==> src/hdl/tjq_pkg.sv <==
// Package with types, codes and defaults shared by the tagged job queue.
`timescale 1ns / 1ps
`default_nettype none
package tjq_pkg;

  localparam int unsigned DefaultDepth = 16;

  localparam int unsigned FuncWidth   = 2;
  localparam int unsigned IdWidth     = 8;
  localparam int unsigned JobWidth    = 16;
  localparam int unsigned StatusWidth = 2;
  localparam int unsigned CountWidth  = 5;

  localparam logic [JobWidth-1:0] FirstJob = 16'd1;
  localparam logic [JobWidth-1:0] LastJob  = 16'hFFFF;

  typedef enum logic [FuncWidth-1:0] {
    FUNC_PUSH   = 2'd0,
    FUNC_POP    = 2'd1,
    FUNC_CANCEL = 2'd2
  } tjq_func_e;

  typedef enum logic [StatusWidth-1:0] {
    STATUS_OK        = 2'd0,
    STATUS_EMPTY     = 2'd1,
    STATUS_FULL      = 2'd2,
    STATUS_NOT_FOUND = 2'd3
  } tjq_status_e;

  typedef enum logic [2:0] {
    ST_IDLE,
    ST_DECODE,
    ST_POP_WAIT,
    ST_SCAN,
    ST_FINISH
  } tjq_state_e;

  typedef struct packed {
    logic [JobWidth-1:0] job;
    logic [IdWidth-1:0]  user;
    logic [IdWidth-1:0]  prog;
  } tjq_entry_t;

  typedef struct packed {
    logic [StatusWidth-1:0] status;
    logic [JobWidth-1:0]    out_job;
    logic [IdWidth-1:0]     out_user;
    logic [IdWidth-1:0]     out_program;
    logic [CountWidth-1:0]  removed_count;
    logic [CountWidth-1:0]  occupancy;
  } tjq_result_t;

endpackage
`default_nettype wire

==> src/hdl/tjq_req_if.sv <==
// Request channel interface of the tagged job queue.
`timescale 1ns / 1ps
`default_nettype none
interface tjq_req_if;
  logic                           valid;
  logic                           ready;
  logic [tjq_pkg::FuncWidth-1:0]  func;
  logic [tjq_pkg::IdWidth-1:0]    user_id;
  logic [tjq_pkg::IdWidth-1:0]    program_id;
  logic [tjq_pkg::JobWidth-1:0]   cancel_job;

  modport source (output valid, func, user_id, program_id, cancel_job, input ready);
  modport sink   (input valid, func, user_id, program_id, cancel_job, output ready);
endinterface
`default_nettype wire

==> src/hdl/tjq_rsp_if.sv <==
// Response channel interface of the tagged job queue.
`timescale 1ns / 1ps
`default_nettype none
interface tjq_rsp_if;
  logic                            valid;
  logic                            ready;
  logic [tjq_pkg::StatusWidth-1:0] status;
  logic [tjq_pkg::JobWidth-1:0]    out_job;
  logic [tjq_pkg::IdWidth-1:0]     out_user;
  logic [tjq_pkg::IdWidth-1:0]     out_program;
  logic [tjq_pkg::CountWidth-1:0]  removed_count;
  logic [tjq_pkg::CountWidth-1:0]  occupancy;

  modport source (output valid, status, out_job, out_user, out_program, removed_count,
                  occupancy, input ready);
  modport sink   (input valid, status, out_job, out_user, out_program, removed_count,
                  occupancy, output ready);
endinterface
`default_nettype wire

==> src/hdl/tjq_store.sv <==
// Job entry memory with one write port and one registered read port.
`timescale 1ns / 1ps
`default_nettype none
module tjq_store #(
  parameter int unsigned DEPTH = tjq_pkg::DefaultDepth
) (
  input  wire logic                     clk_i,
  input  wire logic                     we_i,
  input  wire logic [$clog2(DEPTH)-1:0] waddr_i,
  input  wire tjq_pkg::tjq_entry_t      wdata_i,
  input  wire logic [$clog2(DEPTH)-1:0] raddr_i,
  output tjq_pkg::tjq_entry_t           rdata_o
);

  tjq_pkg::tjq_entry_t mem_q [DEPTH];
  tjq_pkg::tjq_entry_t rdata_q;

  always_ff @(posedge clk_i) begin
    if (we_i) begin
      mem_q[waddr_i] <= wdata_i;
    end
  end

  always_ff @(posedge clk_i) begin
    rdata_q <= mem_q[raddr_i];
  end

  assign rdata_o = rdata_q;

endmodule
`default_nettype wire

==> src/hdl/tagged_job_queue_with_flush.sv <==
// Top level of the tagged job queue: sequencer, queue pointers and output register.
// An accepted request goes from DECODE to FINISH, through POP_WAIT for a pop and through SCAN
// for a cancel on a non-empty queue; in SCAN one comparator walks the store one entry per
// cycle from the head until the match, or over the whole occupancy when absent. FINISH
// loads the output register and raises valid once it is free. A new request is taken only
// in IDLE, so a waiting response that stalls FINISH holds the block off. Reset clears the
// pointers, the count and sets the job counter to one; only written store entries are used.
`timescale 1ns / 1ps
`default_nettype none
module tagged_job_queue_with_flush #(
  parameter int unsigned DEPTH = tjq_pkg::DefaultDepth
) (
  input  wire logic  clk_i,
  input  wire logic  rst_ni,
  tjq_req_if.sink    req_i,
  tjq_rsp_if.source  rsp_o
);

  localparam int unsigned IW = $clog2(DEPTH);
  localparam int unsigned CW = $clog2(DEPTH + 1);

  tjq_pkg::tjq_state_e state_q, state_d;

  logic [tjq_pkg::FuncWidth-1:0] func_q;
  logic [tjq_pkg::IdWidth-1:0]   user_q;
  logic [tjq_pkg::IdWidth-1:0]   prog_q;
  logic [tjq_pkg::JobWidth-1:0]  target_q;

  logic [IW-1:0]                 head_q, head_d;
  logic [CW-1:0]                 count_q, count_d;
  logic [tjq_pkg::JobWidth-1:0]  next_job_q, next_job_d;
  logic [CW-1:0]                 idx_q, idx_d;

  tjq_pkg::tjq_result_t          res_q, res_d;
  tjq_pkg::tjq_result_t          out_q;
  logic                          out_valid_q, out_valid_d;

  logic [CW-1:0]                 offset_s;
  logic [CW:0]                   sum_s;
  logic [IW-1:0]                 slot_s;

  logic                          we_s;
  logic [IW-1:0]                 raddr_s;
  tjq_pkg::tjq_entry_t           wdata_s;
  tjq_pkg::tjq_entry_t           rdata_s;

  logic                          accept_s;
  logic                          out_free_s;

  assign accept_s   = req_i.valid && req_i.ready;
  assign out_free_s = !out_valid_q || rsp_o.ready;
  assign req_i.ready = (state_q == tjq_pkg::ST_IDLE);

  assign offset_s = (state_q == tjq_pkg::ST_SCAN) ? idx_q + CW'(1) : count_q;
  assign sum_s    = {1'b0, CW'(head_q)} + {1'b0, offset_s};
  assign slot_s   = (sum_s >= (CW + 1)'(DEPTH)) ? IW'(sum_s - (CW + 1)'(DEPTH)) : IW'(sum_s);
  assign raddr_s  = (state_q == tjq_pkg::ST_SCAN) ? slot_s : head_q;

  assign wdata_s.job  = next_job_q;
  assign wdata_s.user = user_q;
  assign wdata_s.prog = prog_q;

  tjq_store #(
    .DEPTH(DEPTH)
  ) u_store (
    .clk_i   (clk_i),
    .we_i    (we_s),
    .waddr_i (slot_s),
    .wdata_i (wdata_s),
    .raddr_i (raddr_s),
    .rdata_o (rdata_s)
  );

  always_comb begin
    state_d     = state_q;
    head_d      = head_q;
    count_d     = count_q;
    next_job_d  = next_job_q;
    idx_d       = idx_q;
    res_d       = res_q;
    out_valid_d = out_valid_q;
    we_s        = 1'b0;

    if (out_valid_q && rsp_o.ready) begin
      out_valid_d = 1'b0;
    end

    unique case (state_q)
      tjq_pkg::ST_IDLE: begin
        if (accept_s) begin
          state_d = tjq_pkg::ST_DECODE;
        end
      end
      tjq_pkg::ST_DECODE: begin
        res_d        = '0;
        res_d.status = tjq_pkg::STATUS_OK;
        state_d      = tjq_pkg::ST_FINISH;
        idx_d        = '0;
        case (func_q)
          tjq_pkg::FUNC_PUSH: begin
            if (count_q == CW'(DEPTH)) begin
              res_d.status = tjq_pkg::STATUS_FULL;
            end else begin
              we_s          = 1'b1;
              res_d.out_job = next_job_q;
              count_d       = count_q + CW'(1);
              next_job_d    = (next_job_q == tjq_pkg::LastJob) ? tjq_pkg::FirstJob
                                                               : next_job_q + 16'd1;
            end
          end
          tjq_pkg::FUNC_POP: begin
            if (count_q == '0) begin
              res_d.status = tjq_pkg::STATUS_EMPTY;
            end else begin
              state_d = tjq_pkg::ST_POP_WAIT;
            end
          end
          tjq_pkg::FUNC_CANCEL: begin
            if (count_q == '0) begin
              res_d.status = tjq_pkg::STATUS_EMPTY;
            end else begin
              state_d = tjq_pkg::ST_SCAN;
            end
          end
          default: begin
          end
        endcase
        res_d.occupancy = tjq_pkg::CountWidth'(count_d);
      end
      tjq_pkg::ST_POP_WAIT: begin
        res_d.out_job       = rdata_s.job;
        res_d.out_user      = rdata_s.user;
        res_d.out_program   = rdata_s.prog;
        res_d.removed_count = tjq_pkg::CountWidth'(1);
        head_d              = (head_q == IW'(DEPTH - 1)) ? '0 : head_q + IW'(1);
        count_d             = count_q - CW'(1);
        res_d.occupancy     = tjq_pkg::CountWidth'(count_d);
        state_d             = tjq_pkg::ST_FINISH;
      end
      tjq_pkg::ST_SCAN: begin
        if (rdata_s.job == target_q) begin
          res_d.out_job       = target_q;
          res_d.removed_count = tjq_pkg::CountWidth'(count_q - idx_q);
          count_d             = idx_q;
          res_d.occupancy     = tjq_pkg::CountWidth'(idx_q);
          state_d             = tjq_pkg::ST_FINISH;
        end else if (idx_q + CW'(1) == count_q) begin
          res_d.status = tjq_pkg::STATUS_NOT_FOUND;
          state_d      = tjq_pkg::ST_FINISH;
        end else begin
          idx_d = idx_q + CW'(1);
        end
      end
      tjq_pkg::ST_FINISH: begin
        if (out_free_s) begin
          out_valid_d = 1'b1;
          state_d     = tjq_pkg::ST_IDLE;
        end
      end
      default: begin
        state_d = tjq_pkg::ST_IDLE;
      end
    endcase
  end

  always_ff @(posedge clk_i or negedge rst_ni) begin
    if (!rst_ni) begin
      state_q     <= tjq_pkg::ST_IDLE;
      head_q      <= '0;
      count_q     <= '0;
      next_job_q  <= tjq_pkg::FirstJob;
      idx_q       <= '0;
      out_valid_q <= 1'b0;
    end else begin
      state_q     <= state_d;
      head_q      <= head_d;
      count_q     <= count_d;
      next_job_q  <= next_job_d;
      idx_q       <= idx_d;
      out_valid_q <= out_valid_d;
    end
  end

  always_ff @(posedge clk_i) begin
    if (accept_s) begin
      func_q   <= req_i.func;
      user_q   <= req_i.user_id;
      prog_q   <= req_i.program_id;
      target_q <= req_i.cancel_job;
    end
    res_q <= res_d;
    if (state_q == tjq_pkg::ST_FINISH && out_free_s) begin
      out_q <= res_q;
    end
  end

  assign rsp_o.valid         = out_valid_q;
  assign rsp_o.status        = out_q.status;
  assign rsp_o.out_job       = out_q.out_job;
  assign rsp_o.out_user      = out_q.out_user;
  assign rsp_o.out_program   = out_q.out_program;
  assign rsp_o.removed_count = out_q.removed_count;
  assign rsp_o.occupancy     = out_q.occupancy;

endmodule
`default_nettype wire

==> src/flat_wrapper.sv <==
// flat-port wrapper written by rule: the top's interface ports become plain ports
module tagged_job_queue_with_flush_flat 
#(
  parameter int unsigned DEPTH = tjq_pkg::DefaultDepth
)
  (clk_i, rst_ni, req_i_valid, req_i_func, req_i_user_id, req_i_program_id, req_i_cancel_job, req_i_ready, rsp_o_valid, rsp_o_status, rsp_o_out_job, rsp_o_out_user, rsp_o_out_program, rsp_o_removed_count, rsp_o_occupancy, rsp_o_ready);
  tjq_req_if req_i_i ();
  tjq_rsp_if rsp_o_i ();
  input  wire logic clk_i;
  input  wire logic rst_ni;
  input wire logic [$bits(req_i_i.valid)-1:0] req_i_valid;
  input wire logic [$bits(req_i_i.func)-1:0] req_i_func;
  input wire logic [$bits(req_i_i.user_id)-1:0] req_i_user_id;
  input wire logic [$bits(req_i_i.program_id)-1:0] req_i_program_id;
  input wire logic [$bits(req_i_i.cancel_job)-1:0] req_i_cancel_job;
  output wire logic [$bits(req_i_i.ready)-1:0] req_i_ready;
  output wire logic [$bits(rsp_o_i.valid)-1:0] rsp_o_valid;
  output wire logic [$bits(rsp_o_i.status)-1:0] rsp_o_status;
  output wire logic [$bits(rsp_o_i.out_job)-1:0] rsp_o_out_job;
  output wire logic [$bits(rsp_o_i.out_user)-1:0] rsp_o_out_user;
  output wire logic [$bits(rsp_o_i.out_program)-1:0] rsp_o_out_program;
  output wire logic [$bits(rsp_o_i.removed_count)-1:0] rsp_o_removed_count;
  output wire logic [$bits(rsp_o_i.occupancy)-1:0] rsp_o_occupancy;
  input wire logic [$bits(rsp_o_i.ready)-1:0] rsp_o_ready;
  assign req_i_i.valid = req_i_valid;
  assign req_i_i.func = req_i_func;
  assign req_i_i.user_id = req_i_user_id;
  assign req_i_i.program_id = req_i_program_id;
  assign req_i_i.cancel_job = req_i_cancel_job;
  assign req_i_ready = req_i_i.ready;
  assign rsp_o_valid = rsp_o_i.valid;
  assign rsp_o_status = rsp_o_i.status;
  assign rsp_o_out_job = rsp_o_i.out_job;
  assign rsp_o_out_user = rsp_o_i.out_user;
  assign rsp_o_out_program = rsp_o_i.out_program;
  assign rsp_o_removed_count = rsp_o_i.removed_count;
  assign rsp_o_occupancy = rsp_o_i.occupancy;
  assign rsp_o_i.ready = rsp_o_ready;
  tagged_job_queue_with_flush #(.DEPTH(DEPTH)) u_core (.clk_i(clk_i), .rst_ni(rst_ni), .req_i(req_i_i), .rsp_o(rsp_o_i));
endmodule
==> config.mk <==
export PLATFORM = sky130hd
export DESIGN_NAME = tagged_job_queue_with_flush_flat
export DESIGN_NICKNAME = d
export VERILOG_FILES = /design/src/hdl/tjq_pkg.sv /design/src/hdl/tjq_req_if.sv /design/src/hdl/tjq_rsp_if.sv /design/src/hdl/tjq_store.sv /design/src/hdl/tagged_job_queue_with_flush.sv /design/src/flat_wrapper.sv
export SDC_FILE = /design/constraint.sdc
export NUM_CORES = 1
export LEC_CHECK = 0
export ABC_AREA = 1
export ABC_CLOCK_PERIOD_IN_PS = 4100
export BUFFER_PORTS_ARGS = -buffer_cell sky130_fd_sc_hd__buf_2
export CAP_MARGIN = 20
export CORE_MARGIN = 8
export CORE_UTILIZATION = 35
export DETAILED_ROUTE_END_ITERATION = 10
export PLACE_DENSITY = 0.55
export RECOVER_POWER = 25
export SLEW_MARGIN = 20
export SYNTH_ARGS = -nofsm -noshare
export SYNTH_HDL_FRONTEND = slang
export SYNTH_SLANG_ARGS = --single-unit
==> constraint.sdc <==
create_clock -name clk_i -period 4.1 [get_ports clk_i]
set_input_delay 0.41 -clock clk_i [delete_from_list [all_inputs] [get_ports clk_i]]
set_output_delay 0.41 -clock clk_i [all_outputs]
set_load 0.01 [all_outputs]
==> results.yml <==
sta:
  fmax_mhz: 287
  setup_viol: 0
  finalSetupTns_ps: 0
  holdWs_ps: 243
  fin_crit_sh_pct: 85.0
  tightest_slew_ps: 2140
  slew_violations: 35
  rsz0062_at_grt: "false"
  fin_crit_ps: 3490
  hold_viol_final: 0
  fin_skew_ps: 30.1
  slew-limit-headroom_pct: -42.8
  worst_slack_ps: 615
clocking:
  ctsLongestPathBuffers: 3
  cts_made_buffers: 77
  cts_tree: "built"
  cts_root_buffer: "clkbuf_16"
  cts.sinks: 700
  cts_max_level: 3
  path_clk_slew_ps: 60
  ctsResizeCount: 0
  clock_latency_ps: 620
logic_synthesis:
  syn_avg_cell_area_um2: 10.5
  synth_flop_cell: "edfxtp_1"
  ys_ff_latch: 700
  synthesis.nets: 2863
  yosys_warnings: 0
  synthArstFlopShare_pct: 4.86
  synth_cells: 2806
  netlist_area_mm2: 0.0295
  synth_edf_count: 634
  seq_area_frac_synth_pct: 69.5
  ys_types: 37
worst_hold_path:
  hold_end: "u_core.state_q[0]$_DFFE_PN0P_"
  holdCritStartpoint: "req_i_valid"
  min_path_type: "in2reg"
  hold_depth: 5
place:
  placed_area_mm2: 0.0316
  gp_congestion: 0.812
  dp_hpwl_mm: 43.7
  dp_slack_ps: 631
  port_buffers: 83
  dpl.cell_count: 3889
worst_setup_path:
  start_kind: "register"
  required_ps: 4360
  path_cells: "ha_1 > or2_2 > nand2_1 > nor2_1 > o21bai_1 > ha_1 > a21oi_1 > nand3_1 > nand2_1 > nand2_1 > nand2_1 > nand2_1 > nor2_4 > buf_4"
  setup.worst_path.class: "reg2reg"
  critical_path_arrival_ps: 3750
  slowest_delay_ps: 460
  reg2reg_depth: 14
  crit_path_end_kind: "register"
  cpMostUsedCell: "nand2_1"
  rr_endpoint: "u_core.u_store.mem_q[15][6]$_DFFE_PP_"
  r2r_slack_ps: 610
  r2r_start: "u_core.idx_q[0]$_DFFE_PN0P_"
  path_max_fanout: 21
  slowest_stage: "dfrtp_1"
pwr:
  clkPwrFrac_pct: 28.6
  switching_share_pct: 36.3
  switching_power_mw: 8.35
  seq_power_share_pct: 41.7
  p_comb_share_pct: 29.7
  vdd_drop_max_mv: 0.433
  leakagePower_nw: 14.3
  power.total_mw: 23.0
  powerDensity_mw_per_mm2: 670
  p_int_mw: 14.6
global_routing:
  grt_pass1_wl_mm: 118
  grt_overflow: 0
  grt_antenna_before_repair: 0
  grt_pass1_vias: 19600
  grt_max_degree: 96
  grt_usage_pct: 16.1
floorplan:
  die_w_um: 307
  start_util_pct: 35.4
  ioPinCount: 84
  rows: 106
  core_area_mm2: 0.0836
  design.die.area_mm2: 0.0940
  die_h_um: 307
drt:
  via_count: 19800
  via_per_inst: 4.86
  wl_per_cell_um: 18.9
  drtIter0Drc: 1398
  drcViolationCount: 0
  drtPass1Iterations: 5
  ant_nets: 0
  totalWireLength_mm: 77.0
cells_and_area:
  antenna_cells: 0
  syn_to_final_growth_pct: 16.2
  stdcell_count: 4066
  fin_util_pct: 41.1
  layout-drive-gt1-share_pct: 9.44
  postLayoutCellArea_mm2: 0.0343
  layout.nets: 2981
flow_run:
  maxCapViolCount: 1
status:
  violations: "capacitance limit, slew limit"
  status: "complete, but fails checks"
==> how the worst max path moves through the flow <==
stage	startpoint	to	slack, ps	cells after the start
global route	u_core.idx_q[0]$_DFFE_PN0P_	u_core.u_store.mem_q[10][8]$_DFFE_PP_	400	14
global placement	u_core.state_q[2]$_DFFE_PN0P_	u_core.u_store.mem_q[10][15]$_DFFE_PP_	670	11
floorplan	u_core.idx_q[0]$_DFFE_PN0P_	u_core.u_store.mem_q[12][0]$_DFFE_PP_	150	13
CTS	u_core.idx_q[0]$_DFFE_PN0P_	u_core.u_store.mem_q[15][31]$_DFFE_PP_	630	14
finish	u_core.idx_q[0]$_DFFE_PN0P_	u_core.u_store.mem_q[15][6]$_DFFE_PP_	610	14
detailed placement	u_core.idx_q[0]$_DFFE_PN0P_	u_core.u_store.mem_q[15][14]$_DFFE_PP_	630	14
==> per-layer routing <==
layer,share of wire (%),vias to the layer above,GRT usage (%),routed length (um)
li1,-,9644,-,-
met1,44,9525,21.1,34100
met4,2.9,0,5.80,2250
met3,4.4,134,2.31,3380
met5,0,-,0,0
met2,48,474,27.3,37200
==> sequential cells by signal (all words and copies together), names as in the netlist, 16 cells and up <==
signal / flops
u_core.target_q: 16
u_core.next_job_q: 16
u_core.res_q: 44
u_core.u_store.rdata_o: 32
u_core.u_store.mem_q: 512
u_core.rsp_o.out_job: 16
==> power groups by stage <==
| stage | clock network [mW] | logic [mW] | registers [mW] |
|---|---|---|---|
| after global placement | 0 | 6.87 | 9.74 |
| final | 6.57 | 6.82 | 9.59 |
| after global routing | 7.01 | 7.75 | 9.68 |
| after detailed placement | 0 | 6.88 | 9.75 |
| after floorplan | 0 | 4.63 | 9.48 |
| after CTS | 6.75 | 6.94 | 9.61 |
==> cells by family (layout without fill, tap and decap cells) <==
family / count (synthesis) / after routing / share of synthesized area [%]
adder cells (fa/ha/maj): 19 / 19 / 0.855
AO/OA/AOI/OAI: 76 / 76 / 1.62
buffers and inverters: 250 / 430 / 3.68
AND/OR/NAND/NOR: 1743 / 1743 / 23.8
XOR/XNOR: 18 / 18 / 0.534
flip-flops: 700 / 700 / 69.5
==> cell usage after synthesis (4+ instances only) <==
cell	number	area share, %
inv_1	101	1.3
nand2_1	1327	17
xor2_1	16	0.47
nor2_1	68	0.86
buf_1	9	0.11
dfrtp_1	33	2.8
o221ai_1	16	0.47
buf_2	103	1.7
dfxtp_1	32	2.2
clkbuf_1	29	0.37
o211ai_1	4	0.10
buf_4	5	0.13
nand4_1	17	0.36
o21ai_0	26	0.44
nand3_1	310	5.3
edfxtp_1	634	64
a21oi_1	14	0.24
nor3_1	9	0.15
ha_1	17	0.72
o31ai_1	5	0.13
==> repair_timing <==
item	in CTS	in global routing
hold buffers	36	0
buffers inserted	0	0
endpoints found under the hold margin	68	0
==> worst max-delay path, delay by kind of cell, from the launching register on <==
family | cells | cell delay (ps)
AO/OA/AOI/OAI | 2 | 390
buffers and inverters | 1 | 370
AND/OR/NAND/NOR | 9 | 1300
adder cells (fa/ha/maj) | 2 | 610
flip-flops | 1 | 460
==> area by class of cell <==
| cell class | instances | area (um^2) |
|---|---|---|
| inverters | 104 | 390 |
| fillers | 7997 | 49200 |
| well taps | 1080 | 1350 |
| clock buffers | 100 | 2130 |
| flip-flops and latches | 700 | 20500 |
| clock inverters | 41 | 274 |
| multi-input cells | 1856 | 8130 |
| repair buffers | 185 | 1520 |
==> cell usage in the layout (no fill, tap or decap), types with 3 or more instances in the layout <==
cell	Yosys	layout
a21oi_1	14	14
buf_12	0	22
buf_2	103	67
buf_4	5	43
clkbuf_1	29	31
clkbuf_16	0	79
clkbuf_8	0	7
clkinv_1	0	14
clkinv_2	0	12
clkinv_4	0	3
clkinvlp_4	0	5
dfrtp_1	33	33
dfxtp_1	32	32
dlygate4sd3_1	0	36
edfxtp_1	634	634
ha_1	17	17
inv_1	101	101
inv_2	3	3
inv_6	0	4
nand2_1	1327	1324
nand3_1	310	310
nand4_1	17	17
nor2_1	68	50
nor2_2	3	3
nor2_4	0	18
nor3_1	9	9
o211ai_1	4	4
o21ai_0	26	26
o21ai_4	0	3
o221ai_1	16	16
o31ai_1	5	5
xor2_1	16	16
No activity file was read; power rests on OpenSTA's default activity.
